## config.mk

```make
export PLATFORM = sky130hd
export DESIGN_NAME = rx_fabric_deframer_timestamp
export DESIGN_NICKNAME = d
export VERILOG_FILES = /design/src/rtl/core/rfdt_pkg.sv /design/src/rtl/core/rx_fabric_deframer_timestamp.sv /design/src/rtl/core/rfdt_stamp.sv /design/src/rtl/core/rfdt_queue.sv /design/src/rtl/core/rfdt_deframe.sv
export SDC_FILE = /design/constraint.sdc
export NUM_CORES = 2
export LEC_CHECK = 0
export BUFFER_PORTS_ARGS = -buffer_cell sky130_fd_sc_hd__buf_2
export CORE_AREA = 2 2 411 413
export CTS_CLUSTER_DIAMETER = 30
export CTS_CLUSTER_SIZE = 28
export DETAILED_ROUTE_END_ITERATION = 10
export DIE_AREA = 0 0 413 415
export MAX_ROUTING_LAYER = met4
export SLEW_MARGIN = 30
export SYNTH_ARGS = -nofsm -noshare
export SYNTH_HDL_FRONTEND = slang
export SYNTH_HIERARCHICAL = 1
export SYNTH_SLANG_ARGS = --single-unit
```

## constraint.sdc

```tcl
create_clock -name clk -period 9.78 [get_ports clk]
set_input_delay 1.467 -clock clk [delete_from_list [all_inputs] [get_ports clk]]
set_output_delay 1.467 -clock clk [all_outputs]
set_load 0.01 [all_outputs]
```

## src/rtl/core/rfdt_pkg.sv

```systemverilog
// Shared types, codes and constants for the receive deframer with timestamp.
// Used by every module under rtl/core; depends on nothing else.
package rfdt_pkg;

  // Default values for the top-level parameters.
  localparam int HEADER_BYTES_DEF      = 14;
  localparam int REF_CLOCK_HZ_DEF      = 125000000;
  localparam int REF_PERIOD_PS_DEF     = 8000;
  localparam int MAX_PAYLOAD_BYTES_DEF = 2048;
  localparam int QUEUE_DEPTH_DEF       = 8;

  // FIFO word tags.
  localparam logic [1:0] WORD_DATA   = 2'd0;
  localparam logic [1:0] WORD_OOB    = 2'd1;
  localparam logic [1:0] WORD_STATUS = 2'd2;
  localparam logic [1:0] WORD_BSEL   = 2'd3;

  // Result kinds.
  localparam logic [1:0] KIND_HEADER  = 2'd0;
  localparam logic [1:0] KIND_PAYLOAD = 2'd1;
  localparam logic [1:0] KIND_DONE    = 2'd2;

  // Register map: word index taken from paddr[2].
  localparam logic REG_PAYLOAD_BUFFER = 1'b0;

  localparam logic [11:0] BUF_BYTES_RESET = 12'd1536;
  localparam logic [15:0] OOB_FLAG_RESET  = 16'h0800;
  localparam int          TS_BAD_BIT      = 11;
  localparam logic [29:0] QUARTER_SEC_NS  = 30'd250000000;
  localparam logic [30:0] NS_MAX          = 31'h7FFFFFFF;

  typedef struct packed {
    logic [1:0]  word_type;
    logic [15:0] word_data;
    logic        fifo_empty;
    logic [39:0] now_seconds;
    logic [29:0] now_nanoseconds;
  } item_t;

  typedef struct packed {
    logic [1:0]  result_kind;
    logic [9:0]  word_index;
    logic [15:0] stored_word;
    logic [11:0] frame_bytes;
    logic [39:0] stamp_seconds;
    logic [30:0] stamp_nanoseconds;
    logic        stamp_ahead;
    logic        stamp_valid;
    logic        last_of_run;
  } result_t;

  // Up to two results produced by one word, in delivery order.
  typedef struct packed {
    logic [1:0] count;
    result_t    first;
    result_t    second;
  } push_t;

endpackage

```

## src/rtl/core/rx_fabric_deframer_timestamp.sv

```systemverilog
// Top level of the receive deframer with timestamp: input register, APB
// register, deframing logic and result queue. Depends on rfdt_pkg,
// rfdt_deframe (with rfdt_stamp) and rfdt_queue.
//
//   Channel  Direction  Handshake          Beat contents
//   in_      input      in_valid/in_ready  one receive FIFO word plus current time
//   out_     output     out_valid/out_ready one header store, payload store or frame done
//   APB      input      psel/penable       payload buffer size register at byte address 0
//
// A word is registered at the edge it is accepted and evaluated in the next
// cycle, where its results (none, one or two) enter the result queue at the
// following edge; out_valid comes from the registered queue count, so a result
// can be taken only once it is held in the queue. One word can be accepted
// every cycle while in_ready is high; the sustained rate is set by the output
// side, one result per beat, so words that cause two results draw two beats.
// Reset (rst_n low at a clock edge) clears the frame state, empties the
// queue and loads the buffer size with 1536 bytes.
// in_ready drops only when the queue cannot take the results of the word
// in the input register plus those of one more word; a stalled out_ready
// therefore backs up into the input and nothing is lost.
module rx_fabric_deframer_timestamp #(
  parameter int HEADER_BYTES      = rfdt_pkg::HEADER_BYTES_DEF,
  parameter int REF_CLOCK_HZ      = rfdt_pkg::REF_CLOCK_HZ_DEF,
  parameter int REF_PERIOD_PS     = rfdt_pkg::REF_PERIOD_PS_DEF,
  parameter int MAX_PAYLOAD_BYTES = rfdt_pkg::MAX_PAYLOAD_BYTES_DEF,
  parameter int QUEUE_DEPTH       = rfdt_pkg::QUEUE_DEPTH_DEF
) (
  input  logic        clk,
  input  logic        rst_n,

  input  logic        psel,
  input  logic        penable,
  input  logic        pwrite,
  input  logic [2:0]  paddr,
  input  logic [31:0] pwdata,
  output logic [31:0] prdata,
  output logic        pready,

  input  logic        in_valid,
  output logic        in_ready,
  input  logic [1:0]  in_word_type,
  input  logic [15:0] in_word_data,
  input  logic        in_fifo_empty,
  input  logic [39:0] in_now_seconds,
  input  logic [29:0] in_now_nanoseconds,

  output logic        out_valid,
  input  logic        out_ready,
  output logic [1:0]  out_result_kind,
  output logic [9:0]  out_word_index,
  output logic [15:0] out_stored_word,
  output logic [11:0] out_frame_bytes,
  output logic [39:0] out_stamp_seconds,
  output logic [30:0] out_stamp_nanoseconds,
  output logic        out_stamp_ahead,
  output logic        out_stamp_valid,
  output logic        out_last_of_run
);

  localparam int CW = $clog2(QUEUE_DEPTH + 1);

  logic [11:0]       buf_bytes_r, buf_bytes_nxt;
  logic              s1_valid_r;
  rfdt_pkg::item_t   s1_item_r;
  rfdt_pkg::push_t   push;
  rfdt_pkg::result_t head;
  logic [CW-1:0]     q_count;
  logic [CW:0]       q_claim;
  logic              in_fire;
  logic              cfg_write;

  // Configuration register. Writes land in the access phase.
  assign pready    = 1'b1;
  assign cfg_write = psel && penable && pwrite;

  always_comb begin
    buf_bytes_nxt = buf_bytes_r;
    if (cfg_write && paddr[2] == rfdt_pkg::REG_PAYLOAD_BUFFER) begin
      buf_bytes_nxt = pwdata[11:0];
    end
  end

  assign prdata = (paddr[2] == rfdt_pkg::REG_PAYLOAD_BUFFER) ? {20'b0, buf_bytes_r} : 32'd0;

  always_ff @(posedge clk) begin
    if (!rst_n) begin
      buf_bytes_r <= rfdt_pkg::BUF_BYTES_RESET;
    end else begin
      buf_bytes_r <= buf_bytes_nxt;
    end
  end

  // Room is reserved for two results from the registered word and two from
  // the word being accepted.
  assign q_claim  = {1'b0, q_count} + (s1_valid_r ? (CW+1)'(2) : '0);
  assign in_ready = (q_claim <= (CW+1)'(QUEUE_DEPTH - 2));
  assign in_fire  = in_valid && in_ready;

  always_ff @(posedge clk) begin
    if (!rst_n) begin
      s1_valid_r <= 1'b0;
    end else begin
      s1_valid_r <= in_fire;
    end
  end

  always_ff @(posedge clk) begin
    if (in_fire) begin
      s1_item_r.word_type       <= in_word_type;
      s1_item_r.word_data       <= in_word_data;
      s1_item_r.fifo_empty      <= in_fifo_empty;
      s1_item_r.now_seconds     <= in_now_seconds;
      s1_item_r.now_nanoseconds <= in_now_nanoseconds;
    end
  end

  rfdt_deframe #(
    .HEADER_BYTES      (HEADER_BYTES),
    .REF_CLOCK_HZ      (REF_CLOCK_HZ),
    .REF_PERIOD_PS     (REF_PERIOD_PS),
    .MAX_PAYLOAD_BYTES (MAX_PAYLOAD_BYTES)
  ) u_deframe (
    .clk        (clk),
    .rst_n      (rst_n),
    .item_valid (s1_valid_r),
    .item       (s1_item_r),
    .buf_bytes  (buf_bytes_r),
    .push       (push)
  );

  rfdt_queue #(
    .DEPTH (QUEUE_DEPTH)
  ) u_queue (
    .clk       (clk),
    .rst_n     (rst_n),
    .push      (push),
    .pop       (out_ready),
    .head      (head),
    .not_empty (out_valid),
    .count     (q_count)
  );

  assign out_result_kind       = head.result_kind;
  assign out_word_index        = head.word_index;
  assign out_stored_word       = head.stored_word;
  assign out_frame_bytes       = head.frame_bytes;
  assign out_stamp_seconds     = head.stamp_seconds;
  assign out_stamp_nanoseconds = head.stamp_nanoseconds;
  assign out_stamp_ahead       = head.stamp_ahead;
  assign out_stamp_valid       = head.stamp_valid;
  assign out_last_of_run       = head.last_of_run;

endmodule

```

## src/rtl/core/rfdt_stamp.sv

```systemverilog
// Converts the raw out-of-band counter stamp and the current time into the
// frame timestamp fields. Combinational; depends on rfdt_pkg.
module rfdt_stamp #(
  parameter int REF_CLOCK_HZ  = rfdt_pkg::REF_CLOCK_HZ_DEF,
  parameter int REF_PERIOD_PS = rfdt_pkg::REF_PERIOD_PS_DEF
) (
  input  logic        present,
  input  logic [31:0] raw_stamp,
  input  logic [15:0] flag_word,
  input  logic [39:0] now_seconds,
  input  logic [29:0] now_nanoseconds,
  output logic [39:0] stamp_seconds,
  output logic [30:0] stamp_nanoseconds,
  output logic        stamp_ahead,
  output logic        stamp_valid
);

  localparam int          NS_PER_TICK = REF_PERIOD_PS / 1000;
  localparam logic [9:0]  TICK_NS     = 10'(NS_PER_TICK);
  localparam logic [28:0] ROLL_TICKS  = 29'((64'(3) * 64'(REF_CLOCK_HZ)) / 64'(4));

  logic [27:0] rise;
  logic [3:0]  fall;
  logic [37:0] product;
  logic        rollback;

  assign rise    = raw_stamp[27:0];
  assign fall    = raw_stamp[31:28];
  assign product = {10'b0, rise} * {28'b0, TICK_NS};

  // A late rising count sampled early in the next second belongs to the
  // previous second.
  assign rollback = ({1'b0, rise} > ROLL_TICKS) &&
                    (now_nanoseconds < rfdt_pkg::QUARTER_SEC_NS) &&
                    (now_seconds != 40'd0);

  always_comb begin
    stamp_seconds     = 40'd0;
    stamp_nanoseconds = 31'd0;
    stamp_ahead       = 1'b0;
    stamp_valid       = 1'b0;
    if (present) begin
      stamp_seconds     = rollback ? now_seconds - 40'd1 : now_seconds;
      stamp_nanoseconds = (product > {7'b0, rfdt_pkg::NS_MAX}) ? rfdt_pkg::NS_MAX
                                                              : product[30:0];
      stamp_ahead       = (4'(rise[3:0] - fall) == 4'd1);
      stamp_valid       = !flag_word[rfdt_pkg::TS_BAD_BIT];
    end
  end

endmodule

```

## src/rtl/core/rfdt_queue.sv

```systemverilog
// Result queue: takes up to two results per cycle and hands out one per beat.
// Depends on rfdt_pkg for the result type.
module rfdt_queue #(
  parameter int DEPTH = rfdt_pkg::QUEUE_DEPTH_DEF
) (
  input  logic                       clk,
  input  logic                       rst_n,
  input  rfdt_pkg::push_t            push,
  input  logic                       pop,
  output rfdt_pkg::result_t          head,
  output logic                       not_empty,
  output logic [$clog2(DEPTH+1)-1:0] count
);

  localparam int PW = $clog2(DEPTH);
  localparam int CW = $clog2(DEPTH+1);

  rfdt_pkg::result_t mem_r [DEPTH];
  logic [PW-1:0] wp_r, wp_nxt, rp_r, rp_nxt, wp_plus1;
  logic [CW-1:0] count_r, count_nxt;

  function automatic logic [PW-1:0] ptr_inc(input logic [PW-1:0] p);
    return (p == PW'(DEPTH-1)) ? '0 : p + PW'(1);
  endfunction

  assign wp_plus1  = ptr_inc(wp_r);
  assign head      = mem_r[rp_r];
  assign not_empty = (count_r != '0);
  assign count     = count_r;

  always_comb begin
    wp_nxt    = wp_r;
    rp_nxt    = rp_r;
    count_nxt = count_r + CW'(push.count);
    if (push.count == 2'd1) begin
      wp_nxt = wp_plus1;
    end else if (push.count == 2'd2) begin
      wp_nxt = ptr_inc(wp_plus1);
    end
    if (pop && not_empty) begin
      rp_nxt    = ptr_inc(rp_r);
      count_nxt = count_nxt - CW'(1);
    end
  end

  always_ff @(posedge clk) begin
    if (!rst_n) begin
      wp_r    <= '0;
      rp_r    <= '0;
      count_r <= '0;
    end else begin
      wp_r    <= wp_nxt;
      rp_r    <= rp_nxt;
      count_r <= count_nxt;
    end
  end

  always_ff @(posedge clk) begin
    if (push.count != 2'd0) begin
      mem_r[wp_r] <= push.first;
    end
    if (push.count == 2'd2) begin
      mem_r[wp_plus1] <= push.second;
    end
  end

endmodule

```

## src/rtl/core/rfdt_deframe.sv

```systemverilog
// Frame state and per-word decision logic: header and payload stores and the
// frame-done result. Depends on rfdt_pkg and rfdt_stamp.
module rfdt_deframe #(
  parameter int HEADER_BYTES      = rfdt_pkg::HEADER_BYTES_DEF,
  parameter int REF_CLOCK_HZ      = rfdt_pkg::REF_CLOCK_HZ_DEF,
  parameter int REF_PERIOD_PS     = rfdt_pkg::REF_PERIOD_PS_DEF,
  parameter int MAX_PAYLOAD_BYTES = rfdt_pkg::MAX_PAYLOAD_BYTES_DEF
) (
  input  logic              clk,
  input  logic              rst_n,
  input  logic              item_valid,
  input  rfdt_pkg::item_t   item,
  input  logic [11:0]       buf_bytes,
  output rfdt_pkg::push_t   push
);

  localparam int          HW      = $clog2(HEADER_BYTES + 2);
  localparam logic [11:0] MAX_CAP = 12'((MAX_PAYLOAD_BYTES > 4095) ? 4095 : MAX_PAYLOAD_BYTES);

  logic [HW-1:0] hdr_r, hdr_nxt, hdr_new;
  logic [15:0]   pay_r, pay_nxt, pay_new;
  logic [1:0]    oob_r, oob_nxt, oob_new;
  logic [15:0]   flag_r, flag_nxt, flag_new;
  logic [31:0]   raw_r, raw_nxt, raw_new;

  logic [11:0]   buf_use;
  logic [16:0]   pay_plus2;
  logic          store_en, done;
  rfdt_pkg::result_t store_res, done_res;
  logic [39:0]   st_sec;
  logic [30:0]   st_ns;
  logic          st_ahead, st_valid;

  assign buf_use   = (buf_bytes < MAX_CAP) ? buf_bytes : MAX_CAP;
  assign pay_plus2 = {1'b0, pay_r} + 17'd2;

  // Per-word state update; *_new are the values after this word, before any
  // end-of-frame clear.
  always_comb begin
    hdr_new   = hdr_r;
    pay_new   = pay_r;
    oob_new   = oob_r;
    flag_new  = flag_r;
    raw_new   = raw_r;
    store_en  = 1'b0;
    done      = 1'b0;
    store_res = '0;
    if (oob_r != 2'd0) begin
      if (item.word_type == rfdt_pkg::WORD_OOB) begin
        if (oob_r == 2'd1) begin
          raw_new = {item.word_data, 16'h0000};
          oob_new = 2'd2;
        end else begin
          raw_new = raw_r | {16'h0000, item.word_data};
          oob_new = 2'd3;
          done    = 1'b1;
        end
        if (item.fifo_empty) begin
          done = 1'b1;
        end
      end else begin
        done = 1'b1;
      end
    end else if (item.word_type == rfdt_pkg::WORD_OOB) begin
      flag_new = item.word_data;
      oob_new  = 2'd1;
      done     = item.fifo_empty;
    end else begin
      if (item.word_type == rfdt_pkg::WORD_DATA && hdr_r < HW'(HEADER_BYTES)) begin
        store_en              = 1'b1;
        store_res.result_kind = rfdt_pkg::KIND_HEADER;
        store_res.word_index  = 10'(hdr_r >> 1);
        store_res.stored_word = item.word_data;
        hdr_new               = hdr_r + HW'(2);
      end else if (item.word_type != rfdt_pkg::WORD_STATUS && pay_r >= {4'b0, buf_use}) begin
        // Buffer full: count the bytes but drop the word.
        pay_new = pay_plus2[16] ? 16'hFFFF : pay_plus2[15:0];
      end else if (item.word_type == rfdt_pkg::WORD_DATA ||
                   item.word_type == rfdt_pkg::WORD_BSEL) begin
        store_en              = 1'b1;
        store_res.result_kind = rfdt_pkg::KIND_PAYLOAD;
        store_res.word_index  = pay_r[10:1];
        store_res.stored_word = item.word_data;
        pay_new = pay_r + ((item.word_type == rfdt_pkg::WORD_DATA) ? 16'd2 : 16'd1);
      end else if (hdr_r != '0) begin
        // A status word after the header closes the frame.
        done = 1'b1;
      end
      if (item.fifo_empty) begin
        done = 1'b1;
      end
    end
  end

  rfdt_stamp #(
    .REF_CLOCK_HZ  (REF_CLOCK_HZ),
    .REF_PERIOD_PS (REF_PERIOD_PS)
  ) u_stamp (
    .present           (oob_new != 2'd0),
    .raw_stamp         (raw_new),
    .flag_word         (flag_new),
    .now_seconds       (item.now_seconds),
    .now_nanoseconds   (item.now_nanoseconds),
    .stamp_seconds     (st_sec),
    .stamp_nanoseconds (st_ns),
    .stamp_ahead       (st_ahead),
    .stamp_valid       (st_valid)
  );

  always_comb begin
    done_res                   = '0;
    done_res.result_kind       = rfdt_pkg::KIND_DONE;
    done_res.frame_bytes       = (pay_new < {4'b0, buf_use}) ? pay_new[11:0] : buf_use;
    done_res.stamp_seconds     = st_sec;
    done_res.stamp_nanoseconds = st_ns;
    done_res.stamp_ahead       = st_ahead;
    done_res.stamp_valid       = st_valid;
    done_res.last_of_run       = 1'b1;
  end

  always_comb begin
    push = '0;
    if (item_valid) begin
      if (store_en && done) begin
        push.count              = 2'd2;
        push.first              = store_res;
        push.second             = done_res;
      end else if (store_en) begin
        push.count              = 2'd1;
        push.first              = store_res;
        push.first.last_of_run  = 1'b1;
      end else if (done) begin
        push.count              = 2'd1;
        push.first              = done_res;
      end
    end
  end

  always_comb begin
    hdr_nxt  = hdr_r;
    pay_nxt  = pay_r;
    oob_nxt  = oob_r;
    flag_nxt = flag_r;
    raw_nxt  = raw_r;
    if (item_valid) begin
      if (done) begin
        hdr_nxt  = '0;
        pay_nxt  = '0;
        oob_nxt  = '0;
        flag_nxt = rfdt_pkg::OOB_FLAG_RESET;
        raw_nxt  = '0;
      end else begin
        hdr_nxt  = hdr_new;
        pay_nxt  = pay_new;
        oob_nxt  = oob_new;
        flag_nxt = flag_new;
        raw_nxt  = raw_new;
      end
    end
  end

  always_ff @(posedge clk) begin
    if (!rst_n) begin
      hdr_r  <= '0;
      pay_r  <= '0;
      oob_r  <= '0;
      flag_r <= rfdt_pkg::OOB_FLAG_RESET;
      raw_r  <= '0;
    end else begin
      hdr_r  <= hdr_nxt;
      pay_r  <= pay_nxt;
      oob_r  <= oob_nxt;
      flag_r <= flag_nxt;
      raw_r  <= raw_nxt;
    end
  end

endmodule

```

==> impl_metrics.py <==
metrics = {
    "run_status": {
        "status": "finished clean",
    },
    "flow_run": {
        "max_cap_viol_count": 0,
    },
    "detailed_routing": {
        "drc": 0,
        "drtPass1Iterations": 7,
        "ant_nets": 0,
        "viasPerCell": 5.35,
        "wl_per_cell_um": 25.6,
        "drtIter0Drc": 3103,
        "vias": 34500,
        "routed_wl_um": 165000,
    },
    "critical_path": {
        "worst_r2r_path_depth": 17,
        "endpoint_kind": "register",
        "startpoint_type": "register",
        "cp_data_required_time_ns": 10.21,
        "rr_startpoint": "buf_bytes_r[11]$_SDFFE_PN0P_",
        "worstPathArrival_ns": 7.99,
        "critPathMaxFanout": 44,
        "r2r_end": "u_queue/mem_r[3][24]$_DFFE_PP_",
        "criticalPathCategory": "reg -> reg",
        "r2r_slack_ns": 2.22,
    },
    "sta": {
        "grt_setup_unrepaired": "false",
        "fmax_mhz": 132,
        "finalSetupViolations": 0,
        "fin_worst_skew_ns": 0.0506,
        "min_period_over_period_pct": 77.3,
        "relSlewSlack_pct": 31.1,
        "worst_slew_pin_slew_ns": 1.03,
        "fin_crit_ns": 7.56,
        "fin_tns_setup_ns": 0,
        "finalMaxSlewViolations": 0,
        "hold_viol": 0,
    },
    "placement": {
        "io_buffers": 229,
        "hpwl_um": 88300,
        "dp_cells": 5981,
        "place.gp.congestion": 0.846,
    },
    "hold_path": {
        "hold_end": "u_deframe/raw_r[26]$_SDFFE_PN0P_",
        "whs_path_depth": 2,
        "worstHoldStart": "u_deframe/raw_r[26]$_SDFFE_PN0P_",
        "hold_class": "reg -> reg",
    },
    "finish": {
        "area_delta_synth_final_pct": 20.1,
        "stdcell_count": 6446,
        "layout.nets": 4208,
        "drive_gt1_share_pct": 47.8,
    },
    "cts": {
        "ctsRootBufferMaster": "clkbuf_16",
        "h-tree-depth": 4,
        "insertion_delay_ns": 0.85,
        "cts_resized": 0,
        "numClockSinks": 1074,
        "numCtsBuffers": 240,
        "cts_tree": "yes",
        "ctsHoldBuffers": 0,
        "cts.path.max_buffers": 3,
        "path_clk_slew_ns": 0.05,
        "cts_setup_buffers": 0,
    },
    "die": {
        "die_area_um2": 171000,
        "die_h_um": 415,
        "coreArea_um2": 167000,
        "fp-row-count": 150,
        "die_w_um": 413,
        "io_pins": 280,
        "initial_utilization_pct": 34.3,
    },
    "global_route": {
        "antenna_found_initial": 9,
        "gr-total-overflow": 0,
        "grt_max_degree": 117,
        "grtUsageMet3_pct": 4.10,
        "met1_usage_pct": 25.8,
        "grt_pass1_vias": 36100,
        "grt_busiest_layer": "met2",
        "met2_usage_pct": 30.3,
        "grt_usage_pct": 19.6,
        "grt_pass1_wl_um": 241000,
    },
    "synthesis": {
        "postSynthCellCount": 3758,
        "syn-cell-area_um2": 57200,
        "ys_warn_count": 6,
        "avgSynthCellArea_um2": 15.2,
    },
    "pwr": {
        "peakVddDrop_v": 0.000198,
        "p_leak_uw": 0.0252,
        "p_switching_uw": 4160,
        "p_sw_share_pct": 26.1,
        "p_comb_share_pct": 14.9,
        "p_int_uw": 11800,
        "pwr-share-seq_pct": 34.4,
        "power.share.clock_pct": 50.7,
        "powerDensity_nw_per_um2": 232,
    },
}
[through the flow]
stage	setup WS (ns)	hold WS (ns)	util, %	area [um2]	total power (uW)
final	2.22	0.471	41.2	68700	15900
after global routing	1.81	0.493	41.2	68700	16500
after CTS	1.88	0.473	41.2	68600	16100
after detailed placement	1.93	0.466	36.2	60300	7980
after global placement	2.00	0.459	36.2	60300	7950
after floorplan	2.14	0.440	-	57400	7070
[power groups by stage]
stage	combinational (uW)	clock, uW	sequential (uW)
after floorplan	1580	0	5490
after global placement	2390	0	5570
after detailed placement	2400	0	5580
after CTS	2410	8200	5500
after global routing	2540	8430	5510
final	2380	8070	5480
[cell type report]
| cell class | count | area [um2] |
|---|---|---|
| Tap cell | 2204 | 2760 |
| Multi-Input combinational cell | 2373 | 24200 |
| Clock inverter | 174 | 2010 |
| Inverter | 48 | 180 |
| Clock buffer | 278 | 6270 |
| Fill cell | 15200 | 97900 |
| Sequential cell | 1074 | 31500 |
| Antenna cell | 11 | 27.5 |
| Timing Repair Buffer | 284 | 1840 |
[registers in the layout, summed over array words and instances, names as in the netlist, 3 cells and up, named ones only]
| register | count |
|---|---|
| u_queue/mem_r | 912 |
| u_queue/wp_r | 3 |
| buf_bytes_r | 12 |
| u_deframe/hdr_r | 3 |
| u_deframe/raw_r | 32 |
| s1_item_r | 82 |
| u_queue/rp_r | 3 |
| u_queue/count | 4 |
| u_deframe/pay_r | 16 |
[cells in the final DEF, fill, tap and decap left out, drive strengths merged, types with 9 or more instances in the layout]
cell	instances
nor4	19
nand2	153
nor3	21
a21oi	53
nor2	79
clkbuf	278
ha	53
xor2	9
diode	11
nor2b	43
a22oi	16
mux4	228
and2	122
inv	59
dfxtp	80
nand3	68
or4	16
nand2b	21
or2	9
clkinvlp	29
xnor2	11
or3	18
mux2i	45
a211oi	10
and3	95
clkinv	103
mux2	1045
edfxtp	994
o31ai	9
conb	51
a21boi	35
o21ai	34
nand4	22
buf	284
bufinv	31
[worst max path at each step]
| stage | from | to | cells after the start |
|---|---|---|---|
| 2_1_floorplan | buf_bytes_r[11]$_SDFFE_PN0P_ | u_queue/mem_r[1][0]$_DFFE_PP_ | 24 |
| 4_1_cts | buf_bytes_r[11]$_SDFFE_PN0P_ | u_queue/mem_r[1][33]$_DFFE_PP_ | 19 |
| 3_3_place_gp | buf_bytes_r[11]$_SDFFE_PN0P_ | u_queue/mem_r[1][53]$_DFFE_PP_ | 19 |
| 6_report | buf_bytes_r[11]$_SDFFE_PN0P_ | u_queue/mem_r[3][24]$_DFFE_PP_ | 17 |
| 5_1_grt | buf_bytes_r[11]$_SDFFE_PN0P_ | u_queue/mem_r[3][24]$_DFFE_PP_ | 17 |
| 3_5_place_dp | buf_bytes_r[11]$_SDFFE_PN0P_ | u_queue/mem_r[1][41]$_DFFE_PP_ | 19 |
[per-layer routing]
layer  vias up  share of wire (%)
li1      15300                  -
met1     17800                 43
met2      1151                 47
met3       228                6.8
met4         0                2.3
met5         -                  0
[critical path: stages (launching register included)]
cell and delay (ns):
dfxtp_1 0.73, nor2b_1 0.23, ha_1 0.32, nand2b_1 0.18
a2111oi_4 0.46, o32a_2 0.31, a21oi_2 0.16, o311a_1 0.39
buf_4 0.27, inv_1 0.25, ha_2 0.77, and2_1 0.27
ha_1 0.29, nor2b_2 0.25, and2b_1 0.33, nand3b_4 0.49
nand2_4 0.63, buf_4 0.80
(Power assumes the default switching activity.)
